### src/rtl/core/pwm_pkg.sv
package pwm_pkg;

    // Character codes
    localparam logic [7:0] CHAR_NUL   = 8'd0;
    localparam logic [7:0] CHAR_TAB   = 8'd9;
    localparam logic [7:0] CHAR_SPACE = 8'd32;

    // Configuration register indexes
    localparam logic [1:0] REG_LETTERS_LOW  = 2'd0;
    localparam logic [1:0] REG_LETTERS_HIGH = 2'd1;
    localparam logic [1:0] REG_LENGTH       = 2'd2;

    localparam int unsigned LETTERS_PER_REG = 8;

    // Search phase, one-hot
    typedef enum logic [2:0] {
        PH_IDLE = 3'b001,
        PH_SKIP = 3'b010,
        PH_WORD = 3'b100
    } pwm_phase_t;

    // Handed from each cell to the next along the chain
    typedef struct packed {
        logic taken;        // an earlier cell claims this character
        logic all_claimed;  // every earlier letter in use is claimed
    } pwm_link_t;

endpackage

### src/rtl/core/pwm_cell.sv
module pwm_cell
    import pwm_pkg::*;
(
    input  logic      clk,
    input  logic      rst_n,
    input  logic [7:0] letter,
    input  logic      active,
    input  logic [7:0] text_char,
    input  logic      clear,
    input  logic      claim_en,
    input  pwm_link_t link_in,
    output pwm_link_t link_out,
    output logic      claimed
);

    logic claimed_reg;
    logic claimed_next;
    logic claimed_eff;
    logic hit;

    // a new search clears the claim before this character is compared
    assign claimed_eff = claimed_reg && !clear;
    assign hit         = active && !claimed_eff && (letter == text_char);

    assign link_out.taken       = link_in.taken || hit;
    assign link_out.all_claimed = link_in.all_claimed && (claimed_eff || !active);
    assign claimed              = claimed_reg;

    always_comb
    begin
        claimed_next = claimed_eff;
        if (claim_en && hit && !link_in.taken)
        begin
            claimed_next = 1'b1;
        end
    end

    always_ff @(posedge clk or negedge rst_n)
    begin
        if (!rst_n)
        begin
            claimed_reg <= 1'b0;
        end
        else
        begin
            claimed_reg <= claimed_next;
        end
    end

endmodule

### src/rtl/core/permutation_word_matcher_core.sv
// Channel  | Handshake            | Payload              | Direction
// ---------+----------------------+----------------------+----------
// in       | in_valid / in_ready  | text_char, begin_req | to block
// out      | out_valid / out_ready| found, advance       | from block
// cfg      | cfg_we               | cfg_addr, cfg_data   | to block
//
// One character is taken per cycle; its result, if any, appears in the output
// register on the next cycle. The figure is set by the letter chain: all
// cells compare in parallel and the claim priority ripples through them
// within that cycle. in_ready drops only while a result waits untaken.
// Reset clears claims, phase, count, output valid and the target registers.
module permutation_word_matcher_core
    import pwm_pkg::*;
#(
    parameter int unsigned MAX_LETTERS = 16
)
(
    input  logic        clk,
    input  logic        rst_n,
    input  logic        in_valid,
    output logic        in_ready,
    input  logic [7:0]  text_char,
    input  logic        begin_req,
    output logic        out_valid,
    input  logic        out_ready,
    output logic        found,
    output logic [15:0] advance,
    input  logic        cfg_we,
    input  logic [1:0]  cfg_addr,
    input  logic [63:0] cfg_data
);

    localparam logic [4:0] MAX_LEN = 5'(MAX_LETTERS);

    // Target word
    logic [7:0] letters_reg [MAX_LETTERS];
    logic [4:0] length_reg;
    logic [4:0] letters_in_use;

    // Search state
    pwm_phase_t phase_reg, phase_next;
    logic [15:0] consumed_reg, consumed_next;

    // Result register
    logic        out_valid_reg, out_valid_next;
    logic        found_reg, found_next;
    logic [15:0] advance_reg, advance_next;

    // Step decode
    logic        accept;
    logic        blank;
    logic        nul;
    pwm_phase_t  phase_eff;
    logic [15:0] consumed_eff;
    logic [15:0] consumed_bump;
    logic        in_word;
    logic        claim_en;
    logic        emit;

    pwm_link_t             link [MAX_LETTERS + 1];
    logic [MAX_LETTERS-1:0] claimed_vec;

    // ---------------------------------------------------------------
    // Configuration: split the 64-bit words into the cells' letters
    // ---------------------------------------------------------------
    for (genvar k = 0; k < MAX_LETTERS; k++)
    begin : g_letter
        localparam logic [1:0] REG_IDX = (k < LETTERS_PER_REG) ? REG_LETTERS_LOW
                                                               : REG_LETTERS_HIGH;
        localparam int unsigned LSB = (k % LETTERS_PER_REG) * 8;

        always_ff @(posedge clk or negedge rst_n)
        begin
            if (!rst_n)
            begin
                letters_reg[k] <= 8'd0;
            end
            else if (cfg_we && (cfg_addr == REG_IDX))
            begin
                letters_reg[k] <= cfg_data[LSB +: 8];
            end
        end
    end

    always_ff @(posedge clk or negedge rst_n)
    begin
        if (!rst_n)
        begin
            length_reg <= 5'd0;
        end
        else if (cfg_we && (cfg_addr == REG_LENGTH))
        begin
            length_reg <= cfg_data[4:0];
        end
    end

    // a length above the cell count acts as the cell count
    assign letters_in_use = (length_reg > MAX_LEN) ? MAX_LEN : length_reg;

    // ---------------------------------------------------------------
    // Step decode
    // ---------------------------------------------------------------
    assign in_ready = !out_valid_reg || out_ready;
    assign accept   = in_valid && in_ready;
    assign blank    = (text_char == CHAR_SPACE) || (text_char == CHAR_TAB);
    assign nul      = (text_char == CHAR_NUL);

    // begin drops any running search and restarts at this character
    assign phase_eff     = begin_req ? PH_SKIP : phase_reg;
    assign consumed_eff  = begin_req ? 16'd0 : consumed_reg;
    assign consumed_bump = (consumed_eff == 16'hFFFF) ? consumed_eff
                                                      : consumed_eff + 16'd1;

    assign in_word  = ((phase_eff == PH_SKIP) && !blank && !nul) || (phase_eff == PH_WORD);
    assign claim_en = accept && in_word && !blank && !nul;

    // ---------------------------------------------------------------
    // Chain of letter cells; the first unclaimed match wins
    // ---------------------------------------------------------------
    assign link[0] = '{taken: 1'b0, all_claimed: 1'b1};

    for (genvar k = 0; k < MAX_LETTERS; k++)
    begin : g_cell
        localparam logic [4:0] CELL_IDX = 5'(k);

        pwm_cell u_cell (
            .clk       (clk),
            .rst_n     (rst_n),
            .letter    (letters_reg[k]),
            .active    (CELL_IDX < letters_in_use),
            .text_char (text_char),
            .clear     (accept && begin_req),
            .claim_en  (claim_en),
            .link_in   (link[k]),
            .link_out  (link[k + 1]),
            .claimed   (claimed_vec[k])
        );
    end

    // ---------------------------------------------------------------
    // Search sequencing
    // ---------------------------------------------------------------
    always_comb
    begin
        phase_next    = phase_reg;
        consumed_next = consumed_reg;
        emit          = 1'b0;
        found_next    = found_reg;
        advance_next  = advance_reg;

        if (accept)
        begin
            phase_next    = phase_eff;
            consumed_next = consumed_eff;
            unique case (phase_eff)
                PH_SKIP:
                begin
                    if (blank)
                    begin
                        consumed_next = consumed_bump;
                    end
                    else if (nul)
                    begin
                        emit       = 1'b1;
                        found_next = 1'b0;
                    end
                end
                PH_WORD, PH_IDLE:
                begin
                end
                default:
                begin
                end
            endcase

            if (in_word)
            begin
                if (blank || nul)
                begin
                    emit       = 1'b1;
                    found_next = link[MAX_LETTERS].all_claimed;
                end
                else if (link[MAX_LETTERS].taken)
                begin
                    consumed_next = consumed_bump;
                    phase_next    = PH_WORD;
                end
                else
                begin
                    emit       = 1'b1;
                    found_next = 1'b0;
                end
            end

            if (emit)
            begin
                phase_next   = PH_IDLE;
                advance_next = found_next ? consumed_eff : 16'd0;
            end
        end
    end

    // hold the result until it is taken; a new one may replace it on transfer
    always_comb
    begin
        out_valid_next = out_valid_reg;
        if (emit)
        begin
            out_valid_next = 1'b1;
        end
        else if (out_ready)
        begin
            out_valid_next = 1'b0;
        end
    end

    always_ff @(posedge clk or negedge rst_n)
    begin
        if (!rst_n)
        begin
            phase_reg     <= PH_IDLE;
            consumed_reg  <= 16'd0;
            out_valid_reg <= 1'b0;
        end
        else
        begin
            phase_reg     <= phase_next;
            consumed_reg  <= consumed_next;
            out_valid_reg <= out_valid_next;
        end
    end

    always_ff @(posedge clk)
    begin
        found_reg   <= found_next;
        advance_reg <= advance_next;
    end

    assign out_valid = out_valid_reg;
    assign found     = found_reg;
    assign advance   = advance_reg;

    // ---------------------------------------------------------------
    // Checks
    // ---------------------------------------------------------------
    a_phase_onehot: assert property (@(posedge clk) disable iff (!rst_n)
        $onehot(phase_reg))
        else $error("search phase lost its one-hot code");

    a_fail_zero_advance: assert property (@(posedge clk) disable iff (!rst_n)
        out_valid && !found |-> advance == 16'd0)
        else $error("failed search reports a non-zero advance");

    a_emit_to_idle: assert property (@(posedge clk) disable iff (!rst_n)
        emit |=> out_valid && (phase_reg == PH_IDLE))
        else $error("result did not end the search");

    a_stall_blocks_input: assert property (@(posedge clk) disable iff (!rst_n)
        out_valid && !out_ready |-> !in_ready)
        else $error("input taken while a result waits");

    a_idle_no_claim: assert property (@(posedge clk) disable iff (!rst_n)
        (phase_reg == PH_IDLE) && accept && !begin_req |=> claimed_vec == $past(claimed_vec))
        else $error("claims changed while idle");

endmodule

### config.mk
export PLATFORM = sky130hd
export DESIGN_NAME = permutation_word_matcher_core
export DESIGN_NICKNAME = d
export VERILOG_FILES = /design/src/rtl/core/pwm_pkg.sv /design/src/rtl/core/pwm_cell.sv /design/src/rtl/core/permutation_word_matcher_core.sv
export SDC_FILE = /design/constraint.sdc
export NUM_CORES = 1
export LEC_CHECK = 0
export BUFFER_PORTS_ARGS = -buffer_cell sky130_fd_sc_hd__buf_2
export CORE_UTILIZATION = 30
export DETAILED_ROUTE_END_ITERATION = 8
export GPL_ROUTABILITY_DRIVEN = 0
export PLACE_DENSITY = 0.42
export SYNTH_ARGS = -nofsm -noshare
export SYNTH_HDL_FRONTEND = slang
export SYNTH_SLANG_ARGS = --single-unit
### constraint.sdc
create_clock -name clk -period 6.5 [get_ports clk]
set_input_delay 0.325 -clock clk [delete_from_list [all_inputs] [get_ports clk]]
set_output_delay 0.325 -clock clk [all_outputs]
set_load 0.02 [all_outputs]
==> flow_results.org, run 1 <==
** Status
- The flow ran to the end, and the final reports show no timing, DRC or antenna violations.

** Cells and area
- Number of nets in the layout :: ~960
- Leaving out fill and tap cells, the most frequent cells in the layout are dfrtp_1, mux2_2, buf_2.
- The repair_antennas step left the layout with diodes totalling 0.
- Fraction of layout instances using a drive strength above 1 :: 0.343
- Max reg flops :: 128
- Area growth syn-to-layout :: 12.8%
- Once layout is complete, the utilization of the core stands at 0.345.
- Leaving out fill and tap cells, the most frequent cell in the layout is dfrtp_1.

** Route
- For this run, design rule violations remaining after detail routing come to 0.
- Post-detailed-route wirelength per cell :: 19.3 um
- The detailed router finished its first iteration with 340 violations.
- In this run the remaining antenna-violating nets after routing total 0.
- TritonRoute pass-1 iters :: 4
- Vias :: 6367
- Routed Wire Length :: approximately 25000 um
- Detail-routed via count per cell :: between 4 and 5

** Global route
- The via count of the first global-routing pass is roughly 6700.
- The initial antenna violation count was 1.
- GRT Resource Usage Total :: 0.160
- Pin count of the biggest net entering global routing :: 65
- Global-route wire length before repair :: ~40000 um
- For this run the aggregate overflow at the end of global routing stands at 0.

** Synth
- After synthesis, the mean cell area works out to approximately 12 um^2.
- Cell Area, Synth :: approximately 9700 um^2
- Share of synthesized area occupied by flip-flops and latches :: 0.490
- Counting every instance in the synthesized netlist gives between 700 and 800.
- The synthesized design contains about 190 register bits.
- The netlist uses around 80 different library cells.
- Net count after synthesis :: approximately 880
- Yosys mapped a number of flops with a built-in enable equal to 17.
- Main synth FF type :: dfrtp_1
- For this run, the number of Yosys warnings is 0.
- In the synthesized netlist the async set-or-reset flop fraction comes to 0.909.

** CTS
- In this run the number of H-tree levels came out at 4.
- Post-CTS Repair Setup Buffers :: 0
- Clock latency on the worst-skew pair :: ~0.44 ns
- Total CTS buffers :: 17
- TritonCTS built the clock tree.
- Worst-case clock buffer depth :: 2
- The clock drives 186 sinks.
- CTS clk-pin slew, worst paths :: roughly 0.08 ns
- The cell sitting at the root of the clock tree is a clkbuf_16.

** Critical path
- For this run, the slowest stage of the critical path takes roughly 0.45 ns.
- Of all nets on the critical path, the largest fanout is 27.
- Top cell family by delay on the critical path :: simple AND/OR/NAND/NOR gates
- The signal on the critical path passes through nor2b_4 > inv_4 > nand3_4 > a22oi_1 > nand3_1 > and4_1 > and3_1 > o21ai_2 > nor2_1 > buf_4.
- Critical path type :: reg2reg
- At the worst endpoint, the required time is 6.68 ns.
- Slowest cell on the critical path :: a22oi_1
- Beginning of the worst register-to-register path :: out_valid
- Register-to-Register Path Depth :: 10
- Tracing the worst setup path back leads to its startpoint at out_valid.
- Worst R2R Setup Slack :: approximately 3.5 ns
- WP data arrival :: between 3 and 4 ns
- STA classifies the critical path startpoint as a flip-flop.
- STA classifies the critical path endpoint as a flip-flop.
- The worst register-to-register path ends at advance[0].
- Together, buffers and inverters on the worst path number 2.

** STA
- Final hold violation count :: 0
- Setup violations remaining at the end of the flow were counted as 0.
- Portion of the clock cycle consumed by the worst path in the final layout :: 0.462
- Worst-case hold slack :: 0.129 ns
- Slack of the critical path :: about 3.5 ns
- The count of final max-slew check failures came to 0.
- Pin slew with the least headroom to its limit :: 0.975 ns
- Headroom to the max-slew limit came out at 0.350.
- Maximum operating frequency :: about 330 MHz
- Final-layout setup total negative slack :: 0 ns
- Counting I/O delays and the setup requirement, the final critical path takes ~3 ns.
- Worst clock skew :: approximately 0.015 ns
- Setup repair after global routing left no endpoint under its margin.

** Power and ir drop
- Max VDD drop :: 0.000165 V
- In this run the power density over the cells is 288 nW/um^2.
- The analysis attributes to cell leakage a power of between 4 and 5 nW.

** Placed design
- Buffers added on ports :: 98
- Pre-CTS worst setup slack :: about 3.2 ns
- Post-DP HPWL :: approximately 17000 um

** Die
- The core region is around 32000 um^2.
- IO Count :: 99
- Die boundary width :: roughly 180 um
- After floorplanning, the core was divided into 65 placement rows.
- Total die area :: 33000 um^2
- For this configuration, the core starts out at a cell density of 0.306.
- Die Ht :: roughly 180 um

** Hold path
- The worst hold path was traced through 2 stages.
- Sink of the worst hold path :: letters_reg[44]
- The min-delay analysis places its worst path in the category in2reg.
- Beginning of the worst hold path :: cfg_data[20]

** Job
- Number of maximum-capacitance violations :: 0
[power by group]
| group | internal [W] | switching (W) | leakage (nW) |
|---|---|---|---|
| logic | 0.000307 | 0.000316 | 2.03 |
| registers | 0.00136 | 0.000155 | 2.22 |
| clock network | 0.000505 | 0.000501 | 0.275 |
| total | 0.00218 | 0.000972 | 4.53 |
[cells by family after synthesis]
| logic type | share of synthesized area |
|---|---|
| compound gates | 0.0702 |
| xor+xnor | 0.120 |
| fa+ha+maj | 0.00129 |
| buf+inv | 0.0428 |
| flops | 0.490 |
| mux | 0.156 |
| simple gates | 0.120 |
[synth_stat cells, types with 4 or more instances]
cell type    n  area (um^2)
edfxtp_1    17          510
dfrtp_1    168         4200
o21ai_0     24          120
inv_1       10         37.5
nor2_1      27          101
nand4_1     16          100
o211ai_1     4         30.0
a31oi_1      5         31.3
nand2b_1     5         31.3
and3_1       6         37.5
buf_6       15          169
or3_1        8         50.1
clkbuf_1    20         75.1
o21ai_2      5         43.8
and2_1      15         93.8
xor2_1      86          753
nand3_1     19         95.1
nor2b_1      4         25.0
nor4_1      22          138
nor3_1      13         65.1
a21oi_1      7         35.0
mux2_2     133         1500
o311ai_1     4         35.0
nand2_1     35          131
a22oi_1      5         37.5
a21o_1       4         30.0
xnor2_1     41          359
[worst reg2reg max path: cells and delay by family, from the launching register on]
| family | cells | cell delay (ns) |
|---|---|---|
| and+or+nand+nor | 6 | 1.34 |
| AOI/OAI and AO/OA | 2 | 0.68 |
| DFF | 1 | 0.38 |
| buffers and inverters | 2 | 0.35 |
[how the worst max path moves through the flow]
| stage | to | depth (start not counted) |
|---|---|---|
| 6_report | advance[0] | 10 |
| 5_1_grt | advance[0] | 10 |
| 4_1_cts | advance[0] | 10 |
| 3_5_place_dp | advance[8] | 9 |
| 3_3_place_gp | advance[8] | 9 |
| 2_1_floorplan | advance[0] | 11 |
[area by class of cell]
| class | instances | area (um^2) |
|---|---|---|
| Timing Repair Buffer | 104 | 544 |
| Sequential cell | 186 | 4740 |
| Clock inverter | 15 | 130 |
| Inverter | 12 | 47.5 |
| Fill cell | 3137 | 20700 |
| Clock buffer | 17 | 425 |
| Multi-Input combinational cell | 556 | 4520 |
| Tap cell | 402 | 503 |
[per-stage QoR]
| step | power (W) | std cells | cell area, um^2 |
|---|---|---|---|
| finish | 0.00315 | 1292 | 10900 |
| global route | 0.00334 | 1292 | 10900 |
| CTS | 0.00320 | 1292 | 10900 |
| floorplan | 0.00198 | 798 | 9670 |
| global placement | 0.00218 | 1259 | 10300 |
| detailed placement | 0.00218 | 1259 | 10300 |
[layer usage]
layer	track usage	part of all wire	vias up
met5	0	0.00056	-
met3	0.0281	0.029	8
li1	-	-	3011
met2	0.264	0.49	107
met1	0.218	0.48	3239
met4	0.0363	0.0054	2
[what timing repair did]
item,CTS,global route
hold buffers,1,0
resized for setup,0,0
endpoints found under the hold margin,49,0
(Power assumes the default switching activity.)
==> run 2, diff against run 1 <==
==> constraint.sdc (replaced) <==
create_clock -name clk -period 3 [get_ports clk]
set_input_delay 0.15 -clock clk [delete_from_list [all_inputs] [get_ports clk]]
set_output_delay 0.15 -clock clk [all_outputs]
set_load 0.02 [all_outputs]
==> run 2 against run 1 <==
  * Setup slack got worse by 3.3 ns
  * Global-route usage rose by 0.33 points
  * Clock power rose by 140%
  * Sequential power rose by 120%
  * Via count rose by 4.5%
  * Flip-flop and latch count did not move
  * Combinational power rose by 140%
  * Power rose by 130%
  * Critical endpoint is now advance[13]
  * Largest cell class unchanged
  * Highest routed layer is now met4
==> flow_results.org, run 2 (same netlist as run 1, synthesis figures left out) <==
** Status
- Status :: completed

** Hold path
- The worst hold path belongs to the class in2reg.
- Beginning of the worst hold path :: cfg_data[2]

** Placed design
- Once detailed placement completed, the half-perimeter wirelength came to 17600 um.
- Instance area after placement :: 10700 um^2
- Buffers added on ports :: between 90 and 100

** CTS
- The number of clock buffers added by TritonCTS is 17.
- CTS clk-pin slew, worst paths :: 0.07 ns
- CTS root buf :: clkbuf_16
- TritonCTS clock tree :: done
- The longest clock path from root to sink contains 2 buffers.
- Clock Sink Count :: 186
- The H-tree was split into 4 levels.
- Clock latency on the worst-skew pair :: roughly 0.44 ns

** STA
- The hold violation total from the final report is 0.
- Worst clock skew :: between 0.01 and 0.015 ns
- Portion of the clock cycle consumed by the worst path in the final layout :: 0.949
- Final setup fails :: 0
- The worst pin sits at a relative slew slack of 0.368.
- RSZ-0062 raised after global routing :: no
- For the pin with the worst max-slew slack, the measured transition is around 0.95 ns.
- The worst path needs 2.85 ns of the cycle, external delays included.
- The count of final max-slew check failures was 0.
- For the final routed database, the setup TNS stands at 0 ns.
- Static timing analysis puts the maximum clock frequency at approximately 350 MHz.

** Die
- Placeable core region :: ~32000 um^2
- Placement Rows :: 65
- Total die area :: 33000 um^2
- For this configuration, the core starts out at a cell density of 0.306.
- IO Count :: 99
- The die is 182 um wide.
- Die Ht :: between 150 and 200 um

** Route
- The routed layout has roughly 6700 vias.
- Detail-routed via count per cell :: 4.79
- Starting DRT DRC Count :: between 300 and 400
- The first TritonRoute pass finished after 4 iterations.
- Routed Wire Length :: 25300 um
- Post-detailed-route wirelength per cell :: around 18 um
- In the routed design, unresolved DRC markers number 0.
- Post-DRT Antenna Nets :: 0

** Power and ir drop
- Summed over all cells, the static leakage comes to between 5 and 6 nW.
- Max VDD drop :: between 0.0003 and 0.0004 V
- For this design the ratio of total power to cell area is between 600 and 700 nW/um^2.

** Cells and area
- The net count of the finished layout is 1054.
- Most frequent cells in the layout :: dfrtp_1, mux2_2, buf_2
- Antenna cell count :: 0
- Final std cell area, no fill :: 12000 um^2
- The filler cells instantiated in the layout total 3105.
- Max reg flops :: around 130
- Most common cell after layout, fill and taps aside :: dfrtp_1
- Area growth syn-to-layout :: 23.7%
- Of the cells placed in the final design, the portion with a size suffix greater than 1 is 0.345.

** Critical path
- STA puts the critical path data required time at 3.19 ns.
- The most critical setup path has its startpoint at out_valid.
- The worst setup path is captured at a flip-flop.
- Biggest fanout along the worst timing path :: 22
- STA classifies the critical path startpoint as a flip-flop.
- At the worst endpoint, the arrival time is 3.04 ns.
- The worst register-to-register path begins at out_valid.
- Critical path type :: reg2reg

** Job
- Across the run, the number of max-cap violations was 0.

** Global route
- Via count of the first global-routing pass :: roughly 7000
- GRT Resource Usage Total :: 0.163
- The first global-routing pass estimated 41100 um of wire.
- The initial antenna violation count is 0.
- Global routing finished with a remaining overflow of 0.
- Entering global routing, the biggest net connects between 100 and 150 pins.
run 2: cell types whose count changed in the layout (fill, tap and decap cells not counted), moves of 2 or more:
cell,delta
bufinv_16,+3
clkinv_4,-2
buf_12,+7
buf_4,+27
clkinv_2,-2
inv_6,-2
dlygate4sd3_1,+62
run 2: final timing paths:
check	end	slack, ns	cells past startpoint
setup / recovery	advance[13]	0.15	10
max in group asynchronous	letters_reg[54]	2.06	3
min in group asynchronous	letters_reg[101]	0.06	2
hold reg to reg	g_cell[6].u_cell.claimed	0.49	2
hold / removal	letters_reg[58]	0.02	2
setup reg to reg	advance[13]	0.15	10
run 2: repair_timing:
item | 4_1_cts | 5_1_grt
setup buffers | 0 | 0
hold buffers | 62 | 1
setup endpoints to repair | 0 | 17
endpoints found under the hold margin | 291 | 1
gates resized for setup | 0 | 3
run 2: per-layer routing:
layer | track usage | up-vias | share of wire
met5 | 0 | - | 0
met4 | 0.0427 | 0 | 0.012
met3 | 0.0247 | 18 | 0.023
met2 | 0.271 | 98 | 0.49
met1 | 0.221 | 3336 | 0.48
li1 | - | 3202 | -
run 2: area by class of cell:
| cell class | count | area (um^2) | share of cell area |
|---|---|---|---|
| timing repair buffer | 200 | 1510 | 0.126 |
| tap | 402 | 503 | 0.0420 |
| sequential | 186 | 4740 | 0.396 |
| multi-input combinational | 556 | 4540 | 0.380 |
| clock inverter | 13 | 181 | 0.0152 |
| inverter | 12 | 47.5 | 0.00397 |
| clock buffer | 19 | 443 | 0.0370 |
run 2: power breakdown:
group	internal, W	total, W	switching [W]
clock	0.00137	0.00245	0.00109
combinational	0.000778	0.00150	0.000720
sequential	0.00296	0.00327	0.000317
run 2: worst max-delay path, stage by stage, from the launching register on:
cell     delay, ns
dfrtp_1       0.34
nor2b_4       0.33
inv_4         0.09
nand3_4       0.26
nand2_1       0.11
and2_1        0.16
nor3_2        0.40
and3_1        0.27
o21ai_2       0.10
a31o_2        0.34
and2_1        0.18
run 2: per-stage QoR:
step | hold WS, ns | total power (W) | setup WS (ns) | utilization | instances
global placement | -0.0506 | 0.00478 | 0.141 | 0.338 | 1293
finish | 0.0174 | 0.00722 | 0.153 | 0.378 | 1388
global route | 0.00583 | 0.00763 | 0.000886 | 0.378 | 1388
detailed placement | -0.0500 | 0.00478 | 0.147 | 0.338 | 1293
floorplan | -0.146 | 0.00429 | 0.0247 | - | 798
CTS | 0.000227 | 0.00733 | 0.133 | 0.377 | 1387
==> run 3, diff against run 2 <==
--- a/config.mk
+++ b/config.mk
@@ -6,10 +6,12 @@
 export NUM_CORES = 1
 export LEC_CHECK = 0
 export BUFFER_PORTS_ARGS = -buffer_cell sky130_fd_sc_hd__buf_2
+export CELL_PAD_IN_SITES_DETAIL_PLACEMENT = 1
+export CELL_PAD_IN_SITES_GLOBAL_PLACEMENT = 1
 export CORE_UTILIZATION = 30
 export DETAILED_ROUTE_END_ITERATION = 8
 export GPL_ROUTABILITY_DRIVEN = 0
-export PLACE_DENSITY = 0.42
+export PLACE_DENSITY = 0.5
 export SYNTH_ARGS = -nofsm -noshare
 export SYNTH_HDL_FRONTEND = slang
 export SYNTH_SLANG_ARGS = --single-unit
==> run 3 against run 2 <==
  * Utilization increased by 0.20 points
  * Worst hold slack improved by 0.049 ns
  * Clock power decreased by 4%
  * Setup slack improved by 0.069 ns
==> flow_results.org, run 3 (same netlist as run 1, synthesis figures left out) <==
** Status
- Status :: completed

** Cells and area
- Most frequent cells in the layout :: dfrtp_1, mux2_2, buf_2
- Antenna cell count :: 0
- From synthesis to final layout, the design area changed by 24.3%.
- The register with the most flip-flops in the layout has around 130 of them.
- Number of nets in the layout :: between 1000 and 1500
- Most common cell after layout, fill and taps aside :: dfrtp_1
- For this run, the number of standard cells in the final layout without fillers is roughly 1400.
- The sequential cells in the finished layout cover a total of approximately 4700 um^2.
- Counting the fill cells in the layout gives about 3400.
- Fraction of layout instances using a drive strength above 1 :: 0.348
- Once layout is complete, the utilization of the core stands at 0.380.
- Area of the multi-input gates :: 4540 um^2

** Critical path
- Critical path type :: reg2reg
- Timing startpoint of the critical path :: out_valid
- The worst register-to-register path begins at out_valid.
- Among the stages of the critical path, the cell type that occurs most often is buf_4.
- In this run the critical register-to-register path is captured at advance[14].
- Critical Path Sink Type :: flip-flop
- Type of origin of the critical path :: flip-flop
- Biggest fanout along the worst timing path :: 17
- Worst R2R Setup Slack :: 0.22 ns
- Biggest cell delay along the critical path :: 0.51 ns
- WP data arrival :: around 3.1 ns
- The critical path goes through nor2b_4 > inv_4 > nand3_4 > a22oi_1 > a2111oi_0 > buf_4 > nand4_1 > nor3_1 > buf_4 > a31o_2 > and2_1.
- Data on the critical path is required at its endpoint by between 3 and 4 ns.
- Top cell family by delay on the critical path :: simple AND/OR/NAND/NOR gates
- For the worst flop-to-flop path, the logic depth is 11.
- Slowest cell on the critical path :: a2111oi_0
- WP buf/inv :: 3

** Die
- The core region is 31600 um^2.
- From left edge to right edge, the die measures ~180 um.
- After floorplanning, the core was divided into between 60 and 70 placement rows.
- The die covers between 30000 and 40000 um^2.
- Measured along the y axis, the die boundary spans between 150 and 200 um.
- For this configuration, the core starts out at a cell density of 0.306.
- IO Count :: 99

** Hold path
- Type of the most critical hold path :: in2reg
- Beginning of the worst hold path :: out_ready
- Sink of the worst hold path :: out_valid
- Along the worst hold path, the cell count comes to 4.

** Global route
- Sum of overflow across all layers after global routing :: 0
- Antenna violations before repair :: 0
- The via count of the first global-routing pass came to around 7400.
- The first global-routing pass estimated ~43000 um of wire.
- Pin count of the biggest net entering global routing :: 77
- Across every metal layer, demand over resource in global routing totals 0.171.

** Power and ir drop
- Leakage power total :: roughly 5.1 nW
- VDD sags by at most roughly 0.00035 V.
- For this design the ratio of total power to cell area is between 500 and 600 nW/um^2.
- Power comes to 0.00716 W.

** Route
- DRC violations left :: 0
- In the routed layout, each cell is associated on average with a via count of roughly 4.9.
- Summing over every cut layer, the via total after detailed routing is ~6800.
- The detail route stage leaves a number of antenna-violating nets equal to 0.
- TritonRoute pass-1 iters :: 4
- Post-detailed-route wirelength per cell :: roughly 19 um
- Routed Wire Length :: roughly 26000 um
- Starting DRT DRC Count :: 292

** CTS
- Clock-pin slew was measured on the worst setup and hold paths at approximately 0.08 ns.
- Clock latency on the worst-skew pair :: 0.45 ns
- TritonCTS built the clock tree.
- Deepest level of the CTS H-tree :: 4
- Counting every sink on the clock net gives ~190.
- Clock tree synthesis selected as its root buffer the cell clkbuf_16.
- Total CTS buffers :: 17
- Worst-case clock buffer depth :: 2

** STA
- Worst clock skew :: ~0.018 ns
- Final number of max-transition violations :: 0
- At the pin with the least slew margin, the transition time is around 0.86 ns.
- In this run the tightest slew margin relative to its limit is 0.428.
- Clock period minus worst slack :: 2.78 ns
- The hold violation total from the final report was 0.
- Setup repair after global routing could not meet its margin everywhere.
- Setup violations remaining at the end of the flow were counted as 0.
- Portion of the clock cycle consumed by the worst path in the final layout :: 0.926
- Maximum operating frequency :: between 300 and 400 MHz

** Placed design
- In this run the tool buffered the top-level ports with just under 100 buffer cells.
- Post-placement cell count :: 1300
- Post-DP HPWL :: between 15000 and 20000 um

** Job
- Max-cap violations in this run came to 0.
-- run 3: worst max-delay path by stage --
stage,to,cells after the start
after global placement,advance[0],11
after floorplan,advance[0],11
after CTS,advance[6],12
final,advance[14],11
after global routing,consumed_reg[10],11
after detailed placement,advance[6],12
-- run 3: metrics by stage --
step	hold slack (ns)	setup WS (ns)	TNS, ns	area, um^2
floorplan	-0.146	0.0247	0	9670
global placement	0.256	0.133	0	10800
global route	0.0811	-0.0146	-0.0146	12000
CTS	0.0540	0.0671	0	12000
detailed placement	0.250	0.0696	0	10800
finish	0.0667	0.221	0	12000
-- run 3: worst register-to-register path, cell delays in order (launching register included) --
cell,delay (ns)
dfrtp_1,0.36
nor2b_4,0.24
inv_4,0.07
nand3_4,0.21
a22oi_1,0.17
a2111oi_0,0.51
buf_4,0.20
nand4_1,0.09
nor3_1,0.22
buf_4,0.18
a31o_2,0.25
and2_1,0.17
-- run 3: timing repair --
item,CTS,global route
gates resized for setup,0,2
endpoints found under the hold margin,205,0
setup endpoints to repair,0,8
hold buffers,65,0
buffers inserted,0,0
-- run 3: power by group --
part | switching [W] | internal, W | total (W)
registers | 0.000317 | 0.00296 | 0.00327
clock network | 0.00115 | 0.00120 | 0.00235
logic | 0.000742 | 0.000794 | 0.00154
-- run 3: metal layers --
metal / global-route usage / share of wire / vias up
met4: 0.0471 / 0.011 / 0
met3: 0.0223 / 0.020 / 15
met5: 0 / 0 / -
li1: - / - / 3221
met1: 0.238 / 0.50 / 3478
met2: 0.279 / 0.47 / 84
-- run 3: area by class of cell --
cell class / count / area share
inverters: 12 / 0.00395
repair buffers: 209 / 0.133
well taps: 402 / 0.0418
multi-input cells: 556 / 0.377
clock buffers: 17 / 0.0354
flip-flops and latches: 186 / 0.394
clock inverters: 15 / 0.0138
